==> src/design/epkd_pkg.sv <==
package epkd_pkg;

    // default matrix geometry
    localparam int EPKD_ROWS = 8;
    localparam int EPKD_COLS = 16;

    // fixed field widths of the ports
    localparam int IDX_W = 3;
    localparam int ROW_W = 16;
    localparam int EL_W  = 8;
    localparam int CNT_W = 8;

    localparam logic [CNT_W-1:0] DEB_RESET = CNT_W'(5);

    // per-row status out of the update logic
    typedef struct packed {
        logic changed;
        logic settling;
    } t_row_flags;

endpackage

==> src/design/epkd_row_mem.sv <==
module epkd_row_mem #(
    parameter int ROWS = 8,
    parameter int EW   = 144,
    parameter int AW   = 3
) (
    input  logic          i_clk,
    input  logic          i_rst_n,
    input  logic          i_rd_en,
    input  logic [AW-1:0] i_rd_addr,
    output logic [EW-1:0] o_rd_data,
    output logic          o_rd_valid,
    input  logic          i_wr_en,
    input  logic [AW-1:0] i_wr_addr,
    input  logic [EW-1:0] i_wr_data
);

    logic [EW-1:0]   r_mem [ROWS];
    logic [ROWS-1:0] r_row_vld;
    logic [EW-1:0]   r_rd_data;
    logic            r_rd_vld;

    // row storage, one write port
    always_ff @(posedge i_clk) begin
        if (i_wr_en) begin
            r_mem[i_wr_addr] <= i_wr_data;
        end
    end

    // written-since-reset flags; an unwritten row reads as zero
    always_ff @(posedge i_clk) begin
        if (!i_rst_n) begin
            r_row_vld <= '0;
        end else if (i_wr_en) begin
            r_row_vld[i_wr_addr] <= 1'b1;
        end
    end

    // registered read, write-first on an address collision
    always_ff @(posedge i_clk) begin
        if (i_rd_en) begin
            if (i_wr_en && (i_wr_addr == i_rd_addr)) begin
                r_rd_data <= i_wr_data;
                r_rd_vld  <= 1'b1;
            end else begin
                r_rd_data <= r_mem[i_rd_addr];
                r_rd_vld  <= r_row_vld[i_rd_addr];
            end
        end
    end

    assign o_rd_data  = r_rd_data;
    assign o_rd_valid = r_rd_vld;

endmodule

==> src/design/epkd_row_update.sv <==
module epkd_row_update #(
    parameter int NC = 16
) (
    input  logic [NC*(epkd_pkg::CNT_W+1)-1:0] i_entry,
    input  logic [NC-1:0]                     i_raw,
    input  logic [epkd_pkg::EL_W-1:0]         i_elapsed_ms,
    input  logic [epkd_pkg::CNT_W-1:0]        i_debounce_ms,
    output logic [NC*(epkd_pkg::CNT_W+1)-1:0] o_entry,
    output logic [epkd_pkg::ROW_W-1:0]        o_cooked,
    output epkd_pkg::t_row_flags              o_flags
);
    import epkd_pkg::*;

    localparam int CB = NC * CNT_W;   // cooked bits sit above the counters

    logic [NC-1:0] cooked_old;
    logic [NC-1:0] flips;
    logic [NC-1:0] busy;
    logic [NC-1:0] cooked_new;

    assign cooked_old = i_entry[CB +: NC];

    for (genvar c = 0; c < NC; c++) begin : g_col
        logic [CNT_W-1:0] cnt;
        logic [CNT_W-1:0] dec;
        logic [CNT_W-1:0] nxt;

        assign cnt = i_entry[c*CNT_W +: CNT_W];
        // saturating countdown; an idle counter stays at zero
        assign dec = (cnt <= i_elapsed_ms) ? '0 : cnt - i_elapsed_ms;
        assign flips[c] = (i_raw[c] ^ cooked_old[c]) && (dec == '0);
        assign nxt = flips[c] ? i_debounce_ms : dec;
        assign busy[c] = (nxt != '0);
        assign o_entry[c*CNT_W +: CNT_W] = nxt;
    end

    assign cooked_new       = cooked_old ^ flips;
    assign o_entry[CB +: NC] = cooked_new;
    assign o_cooked         = ROW_W'(cooked_new);
    assign o_flags.changed  = |flips;
    assign o_flags.settling = |busy;

endmodule

==> src/design/eager_per_key_debounce.sv <==
// Eager per-key debounce for a scanned key matrix.
// Input channel (i_in_valid / o_in_ready): one request per scanned row, carrying
// the row index, the raw column bits and the milliseconds since the last scan.
// Output channel (o_out_valid / i_out_ready): one result per request, in order:
// the cooked row, a changed flag and a settling flag (some counter still running).
// Config: i_cfg_we writes the hold-off time; write it only while the block is idle.
// Path: an accepted request waits in the update slot for its memory read, and
// its result is then registered in the output register that drives o_out_valid.
// Throughput: one request per cycle while results are taken. All per-row state
// (counters and cooked bits) sits in one row-wide memory with a registered read;
// the read of the next request and the write-back of the current one share a cycle,
// and the memory's write-first bypass covers the same row on consecutive requests.
// Reset: counters and cooked bits read as zero (per-row written flags, no clearing
// pass), hold-off returns to 5 ms, both pipeline slots empty.
// Stall: a held result stays put; one more request is taken into the update
// slot, after which o_in_ready drops until the receiver takes the result.
// Rows at or above ROWS give an all-zero result and leave the state alone.
module eager_per_key_debounce #(
    parameter int ROWS = epkd_pkg::EPKD_ROWS,
    parameter int COLS = epkd_pkg::EPKD_COLS
) (
    input  logic                          i_clk,
    input  logic                          i_rst_n,
    input  logic                          i_cfg_we,
    input  logic [epkd_pkg::CNT_W-1:0]    i_cfg_data,
    input  logic                          i_in_valid,
    output logic                          o_in_ready,
    input  logic [epkd_pkg::IDX_W-1:0]    i_row_index,
    input  logic [epkd_pkg::ROW_W-1:0]    i_raw_row,
    input  logic [epkd_pkg::EL_W-1:0]     i_elapsed_ms,
    output logic                          o_out_valid,
    input  logic                          i_out_ready,
    output logic [epkd_pkg::ROW_W-1:0]    o_cooked_row,
    output logic                          o_row_changed,
    output logic                          o_row_settling
);
    import epkd_pkg::*;

    // columns above the raw field width never see a raw bit, so they stay idle
    localparam int NC = (COLS < ROW_W) ? COLS : ROW_W;
    localparam int EW = NC * (CNT_W + 1);
    localparam int AW = (ROWS > 1) ? $clog2(ROWS) : 1;

    // update slot: request waiting on its memory read
    logic             r_s1_vld;
    logic             r_s1_ok;
    logic [NC-1:0]    r_s1_raw;
    logic [EL_W-1:0]  r_s1_el;
    logic [AW-1:0]    r_s1_addr;

    // output register
    logic             r_out_vld;
    logic [ROW_W-1:0] r_cooked;
    logic             r_changed;
    logic             r_settling;

    logic [CNT_W-1:0] r_deb;

    logic             accept;
    logic             s1_adv;
    logic             row_ok_in;
    logic [AW-1:0]    addr_in;
    logic [EW-1:0]    rd_data;
    logic             rd_vld;
    logic [EW-1:0]    cur_entry;
    logic [EW-1:0]    n_entry;
    logic [ROW_W-1:0] n_cooked;
    t_row_flags       n_flags;

    assign row_ok_in  = (int'(i_row_index) < ROWS);
    assign addr_in    = AW'(i_row_index);

    // slot moves on when the output register is empty or being drained
    assign s1_adv     = r_s1_vld && (!r_out_vld || i_out_ready);
    assign o_in_ready = !r_s1_vld || s1_adv;
    assign accept     = i_in_valid && o_in_ready;

    epkd_row_mem #(
        .ROWS (ROWS),
        .EW   (EW),
        .AW   (AW)
    ) u_mem (
        .i_clk      (i_clk),
        .i_rst_n    (i_rst_n),
        .i_rd_en    (accept && row_ok_in),
        .i_rd_addr  (addr_in),
        .o_rd_data  (rd_data),
        .o_rd_valid (rd_vld),
        .i_wr_en    (s1_adv && r_s1_ok),
        .i_wr_addr  (r_s1_addr),
        .i_wr_data  (n_entry)
    );

    // never-written row behaves as all-zero
    assign cur_entry = rd_vld ? rd_data : '0;

    epkd_row_update #(
        .NC (NC)
    ) u_upd (
        .i_entry       (cur_entry),
        .i_raw         (r_s1_raw),
        .i_elapsed_ms  (r_s1_el),
        .i_debounce_ms (r_deb),
        .o_entry       (n_entry),
        .o_cooked      (n_cooked),
        .o_flags       (n_flags)
    );

    // control
    always_ff @(posedge i_clk) begin
        if (!i_rst_n) begin
            r_s1_vld  <= 1'b0;
            r_out_vld <= 1'b0;
            r_deb     <= DEB_RESET;
        end else begin
            if (i_cfg_we) begin
                r_deb <= i_cfg_data;
            end
            if (accept) begin
                r_s1_vld <= 1'b1;
            end else if (s1_adv) begin
                r_s1_vld <= 1'b0;
            end
            if (s1_adv) begin
                r_out_vld <= 1'b1;
            end else if (i_out_ready) begin
                r_out_vld <= 1'b0;
            end
        end
    end

    // payload
    always_ff @(posedge i_clk) begin
        if (accept) begin
            r_s1_ok   <= row_ok_in;
            r_s1_raw  <= i_raw_row[NC-1:0];
            r_s1_el   <= i_elapsed_ms;
            r_s1_addr <= addr_in;
        end
        if (s1_adv) begin
            r_cooked   <= r_s1_ok ? n_cooked : '0;
            r_changed  <= r_s1_ok && n_flags.changed;
            r_settling <= r_s1_ok && n_flags.settling;
        end
    end

    assign o_out_valid    = r_out_vld;
    assign o_cooked_row   = r_cooked;
    assign o_row_changed  = r_changed;
    assign o_row_settling = r_settling;

endmodule

==> config.mk <==
export PLATFORM = sky130hd
export DESIGN_NAME = eager_per_key_debounce
export DESIGN_NICKNAME = d
export VERILOG_FILES = /design/src/design/epkd_pkg.sv /design/src/design/epkd_row_mem.sv /design/src/design/epkd_row_update.sv /design/src/design/eager_per_key_debounce.sv
export SDC_FILE = /design/constraint.sdc
export NUM_CORES = 2
export LEC_CHECK = 0
export BUFFER_PORTS_ARGS = -buffer_cell sky130_fd_sc_hd__buf_2
export CAP_MARGIN = 10
export CORE_MARGIN = 5
export CORE_UTILIZATION = 50
export DETAILED_ROUTE_END_ITERATION = 16
export PLACE_DENSITY = 0.65
export SLEW_MARGIN = 0
export SYNTH_ARGS = -nofsm -noshare
export SYNTH_HDL_FRONTEND = slang
export SYNTH_SLANG_ARGS = --single-unit
==> constraint.sdc <==
create_clock -name i_clk -period 15.4 [get_ports i_clk]
set_clock_uncertainty 0.2 [all_clocks]
set_input_delay 0.77 -clock i_clk [delete_from_list [all_inputs] [get_ports i_clk]]
set_output_delay 0.77 -clock i_clk [all_outputs]
set_load 0.005 [all_outputs]
* After elaboration in Yosys (flattened, before gate mapping)
Memories as Yosys holds them, arrays and structs flattened. A register that Yosys moved wholly into a read port is not among the register bits. Index checks and enable logic that the tools add are counted.
Storage, ports and cells: memory bits (writable) 1152, memories kept 1, input bits 40, word-level logic and storage cells 169, memory bits (read-only) 0, output and inout bits 20, flip-flop bits (word level) 64, latch bits 0
Operators by class: order comparisons 19, equality and inequality tests 1, multipliers 0, reduce and logical (&&, ||, !) cells 60, bitwise operators 18, divide/modulo/power cells 0, mux-type cells 43, add/subtract/negate cells 16, shifts and indexed selects 0
Memories:
- u_mem.r_mem | words 8, width 144, rd ports 1, clocked after Yosys merged registers in 1, wr ports 1, RTL line epkd_row_mem.sv:17 | logic [EW-1:0] r_mem [ROWS];
Operators with widths (number):
- 8-bit two-way mux | 32
- 144-bit two-way mux | 1
- 8-bit less-or-equal comparator | 16
- 8-bit zero test | 16
- 8-bit nonzero test | 16
- 8-bit subtractor | 16
- 16-bit OR reduction | 2
- 1-bit logical AND | 20
- 1-bit XOR | 16
- 16-bit XOR | 1
- 3-bit by 4-bit less-than comparator with 1-bit output (second input constant) | 2
- 1-bit two-way mux | 8
- 8-bit bitwise OR | 1
- 2-bit nonzero test | 2
- 1-bit binary-select mux with 3-bit select | 1
- 1-bit demux with 3-bit select | 1
- 3-bit equality test | 1
- 3-bit by 1-bit >= comparator with 1-bit output (second input constant) | 1
- 1-bit zero test | 2
- 1-bit logical OR | 2

* Longest topological paths before layout
depth after elaboration 8, depth in mapped cells 20

* Cells and area by module
Synthesis repeated with hierarchy kept, for this count alone.
Second synthesis, totals: cell total of the unflattened synthesis 3779, area, all modules 64052.7 um2
By module, submodules not included:
- epkd_row_mem | seq. area each 39107.5 um2, times used 1, cells an instance 2008, area an instance 50947.6 um2
- epkd_row_update | seq. area each 0.0 um2, times used 1, cells an instance 1532, area an instance 10353.7 um2
- eager_per_key_debounce | seq. area each 1551.5 um2, times used 1, cells an instance 239, area an instance 2751.4 um2

* Worst setup path before layout
Ideal clock, no wire load.
path type input to register, from in i_out_ready, to mem u_mem.r_mem[0][0], enable pin, stages 3, slack -0.462 ns, data arrival time 14.658 ns, buffers on the path 0, cells stage by stage nor2b_1 -> nand2b_1 -> nor4_1
On the way: longest elaborated chain between the ends 4
RTL lines:
- start: declaration | RTL line eager_per_key_debounce.sv:32 | input logic i_out_ready,
- 1-bit logical OR | RTL line eager_per_key_debounce.sv:74 | assign s1_adv = r_s1_vld && (!r_out_vld || i_out_ready);
- 1-bit logical AND | RTL line eager_per_key_debounce.sv:74
- 1-bit two-way mux | RTL line epkd_row_mem.sv:24 | if (i_wr_en) begin
- 1-bit two-way mux (implied by the code) | RTL line epkd_row_mem.sv:25 | r_mem[i_wr_addr] <= i_wr_data;
- end: declaration | RTL line epkd_row_mem.sv:17
No other way between the ends.

==> results summary <==
Global routing finished with a remaining overflow of 0. Of the post-synthesis cell area, the dominant cell type holds 0.655. The flow ran to the end, and the final reports show no timing, DRC or antenna violations.

The area growth from synthesis to layout is 11.6%. The DRC violations left came out at 0. The largest stage delay on the critical path is around 0.7 ns. The top cell type by total area after synthesis is edfxtp_1. The cell at the root of the clock tree is clkbuf_16. For this design the static power due to leakage is 23.4 nW. The worst slack at placement is between 9 and 10 ns. Ranked by total cell area, the synthesized netlist is headed by edfxtp_1 65%, mux4_2 11%, ha_1 2.7%, mux2i_1 2.7%, o21ai_0 2.2%. The largest delay contributor family on the critical path is simple AND/OR/NAND/NOR gates. The clock net sink count is ~1400. Walking the worst path, the cells encountered are buf_4 -> buf_4 -> nand2_1 -> ha_1 -> inv_1 -> fa_1 -> a211oi_1 -> nor3_1 -> o31ai_1 -> nor2_1 -> nor4_1 -> nand4_1 -> or4b_1 -> nor4_1 -> nand4_1 -> or4_1. The via count of the first global-routing pass came to 35200.

Among all flip-flop cells after synthesis, the most frequent one is edfxtp_1. The number of different library cells in the post-synthesis netlist is 87. The cell depth of the worst setup path came out at 16. In this run the mean area of a mapped cell was 16.0 um2. Power spread over the standard cell area amounts to 125 mW/mm2. The internal portion of the total power is 6.48 mW. The fraction of layout instances using a drive strength above 1 came out at 0.172. Measured against its own limit, the worst slew margin works out to 0.193. The total half-perimeter wirelength after legalization and detailed placement came out at 90800 um. The data arrival at the endpoint of the critical path is 6.11 ns.

The buffer count from post-CTS setup fixing came out at 0. The share of the yosys chip area belonging to registers is 0.661. The max-capacitance violation count came out at 0. In this run the deepest clock path goes through 3 buffers. TritonCTS built the clock tree. The post-synthesis instance area came out at 0.0615 mm2.

The height of the die came out at 361 um. The post-route fraction of the period consumed by the critical path is 0.377. The worst vdd rail ir drop is 0.000118 V.

The switching power of the nets came out at 2.11 mW. The maximum fanout along the worst path is 34. Tracing the worst setup path back leads to its startpoint at u_mem.o_rd_valid.

The floorplan step defined a die boundary enclosing approximately 0.13 mm2. The number of port buffers came out at 59. In this run the worst setup path terminates at o_row_settling. The width of the chip is around 360 um.

The number of rows in the core area came out at 128. The largest net degree at the start of global routing came out at between 150 and 200. The final routed wirelength across all metal layers came out at approximately 160000 um. By startpoint and endpoint, the worst setup path is classified as flop to flop. Clock latency on the worst-skew pair, taken at its later pin, is 0.78 ns. The power share of the combinational group came out at 0.118. The count of buffer and inverter cells on the critical path came out at 3. The H-tree depth reported by CTS came out at 4. For the worst setup path, the data required time is 15.71 ns. The startpoint identified for the worst register-to-register timing path is u_mem.o_rd_valid. The accumulated negative setup slack is 0 ns. The final-report max-slew violation count is 0. The clock slew seen by the registers of the worst setup and hold paths came out at 0.06 ns. The layout net count came out at 4167. Dividing the detail-routed via count by the number of cells gives 6.28. The repair_antennas step left the layout with diodes totalling 0. The detail route stage leaves a number of antenna-violating nets equal to 0.

The power share of the clock group is 0.383. The number of warnings reported in the yosys synthesis log came out at 0. Setup repair after global routing left no endpoint under its margin.

In this run, synthesis inferred 1342 flip-flops with an integrated enable. When the netlist entered floorplanning its net count stood at 4044. The overall routing resource usage is 0.242.

The initial core utilization came out at 0.504. The iteration count of the initial detailed-routing pass is 5. The slowest stage of the critical path belongs to the cell nor4_1. In this run the worst hold path is classified as primary input to flop.

The depth of the worst register-to-register path is 16. The setup slack of the worst register-to-register path came out at 9.60 ns. Of all flip-flops after synthesis, the portion carrying an async set or reset was 0. The hold violation count in the final report came out at 0. Timing would allow up to 172 MHz. The area of the core came out at 0.122 mm2. The wire length of the first global-routing pass came out at approximately 230000 um. The slew of the pin with the lowest slew margin came out at 1.20 ns.

The number of synthesized register bits is 1360. The setup-violating endpoint count in the final report came out at 0. The switching portion of total power came out at 0.246. The final worst setup slack came out at 9.60 ns. The worst register-to-register path ends at o_row_settling. The final weighted congestion in routability-driven placement is 0.904.

The cell count after synthesis came out at 3853. The relative contribution of sequential cells to total power came out at 0.499. The count of vias placed by the detailed router came out at roughly 36000.

Leaving out fill and tap cells, the most frequent cell in the layout is edfxtp_1. STA classifies the critical path startpoint as a flop. In the final routed layout, each cell accounts on average for 27.8 um. The boundary pin count is 60. The number of buffers inserted during clock tree synthesis is 140. Once layout is complete, the utilization of the core stands at 0.563. The worst setup path is captured at a flop. The time the final worst path needs with I/O delays and setup is just under 6 ns. The initial antenna violation count was 7. In the layout the commonest cells are 1342 x edfxtp_1, 296 x nand2_1, 290 x mux4_2. The number of DRC markers after the initial detailed-route iteration is 4127.
[synthesized netlist by cell type (29+ instances only)]
library cell and number:
nor2b_1 41, nor3_1 38, nand3_1 32, mux4_2 290
a21oi_1 105, nor2_1 95, xnor2_1 46, mux2i_1 164
nand4_1 35, ha_1 135, xor2_1 37, nand2_1 296
and2_1 123, a22o_1 55, a21o_1 33, buf_1 29
o21a_1 29, nand2b_1 38, edfxtp_1 1342, clkbuf_1 158
o21ai_0 269, inv_1 81
[power groups by stage]
stage               Combinational (mW)  Sequential [mW]  Clock [mW]
floorplan                        0.662             4.37           0
global placement                 0.992             4.36           0
detailed placement                1.00             4.36           0
CTS                               1.01             4.29        3.35
global route                      1.10             4.29        3.51
finish                            1.02             4.29        3.29
[worst register-to-register path: stages, from the launching register on]
cell and delay (ns):
edfxtp_1 0.39, buf_4 0.27, buf_4 0.35, nand2_1 0.11
ha_1 0.16, inv_1 0.06, fa_1 0.44, a211oi_1 0.43
nor3_1 0.13, o31ai_1 0.45, nor2_1 0.23, nor4_1 0.71
nand4_1 0.15, or4b_1 0.56, nor4_1 0.29, nand4_1 0.11
or4_1 0.51
[layer usage]
| layer | vias up | global-route usage | share of wire |
|---|---|---|---|
| met1 | 18500 | 0.358 | 0.43 |
| met2 | 1492 | 0.376 | 0.46 |
| met3 | 228 | 0.0429 | 0.082 |
| met5 | - | 0 | 0.00026 |
| li1 | 15600 | - | - |
| met4 | 6 | 0.0616 | 0.022 |
[through the flow]
step / power [mW] / hold slack [ns] / cells / area [um2]
final: 8.59 / 0.0731 / 5709 / 68700
after global routing: 8.90 / 0.0780 / 5709 / 68700
after CTS: 8.65 / 0.0106 / 5709 / 68700
after detailed placement: 5.37 / 0.249 / 5432 / 64000
after global placement: 5.35 / 0.242 / 5431 / 64000
after floorplan: 5.03 / 0.235 / 3853 / 61500
[cells by family (layout without fill, tap and decap cells)]
logic type,count (synthesis),count (layout),share of synthesized area
muxes,461,461,0.134
DFF,1360,1360,0.661
and+or+nand+nor,824,824,0.0689
xor gates and xnor gates,83,83,0.0118
buffers and inverters,278,509,0.0174
AOI/OAI and AO/OA,696,696,0.0745
adders and majority gates,151,151,0.0327
[layout make-up]
class	instances	area, um2
clock buffers	169	3700
clock inverters	81	723
fillers	9451	53300
inverters	81	304
multi-input cells	2215	19900
flip-flops and latches	1360	40700
well taps	1625	2030
repair buffers	178	1380
[repair_timing]
| action | 4_1_cts | 5_1_grt |
|---|---|---|
| endpoints found under the hold margin | 27 | 0 |
| hold buffers | 27 | 0 |
| endpoints found under the setup margin | 0 | 0 |
| resized for setup | 0 | 0 |
[registers in the layout (all words and copies together) (netlist names)]
register and cells:
o_cooked_row 16, o_out_valid 1, o_row_changed 1, o_row_settling 1, r_deb 8, r_s1_addr 3, r_s1_el 8, r_s1_raw 16
r_s1_vld 1, u_mem.o_rd_data 144, u_mem.o_rd_valid 1, u_mem.r_mem 1152, u_mem.r_row_vld 8
[how the worst min path moves through the flow]
stage,startpoint,to,slack [ns],cells past startpoint
after global routing,i_cfg_data[5],r_deb[5],0.08,3
after detailed placement,u_mem.r_row_vld[6],u_mem.r_row_vld[6],0.25,1
after global placement,u_mem.r_row_vld[6],u_mem.r_row_vld[6],0.24,1
after CTS,i_cfg_data[1],r_deb[1],0.01,3
final,i_cfg_data[1],r_deb[1],0.07,3
after floorplan,u_mem.r_row_vld[2],u_mem.r_row_vld[2],0.24,1
Note: power is estimated with default switching activity, not from simulation.
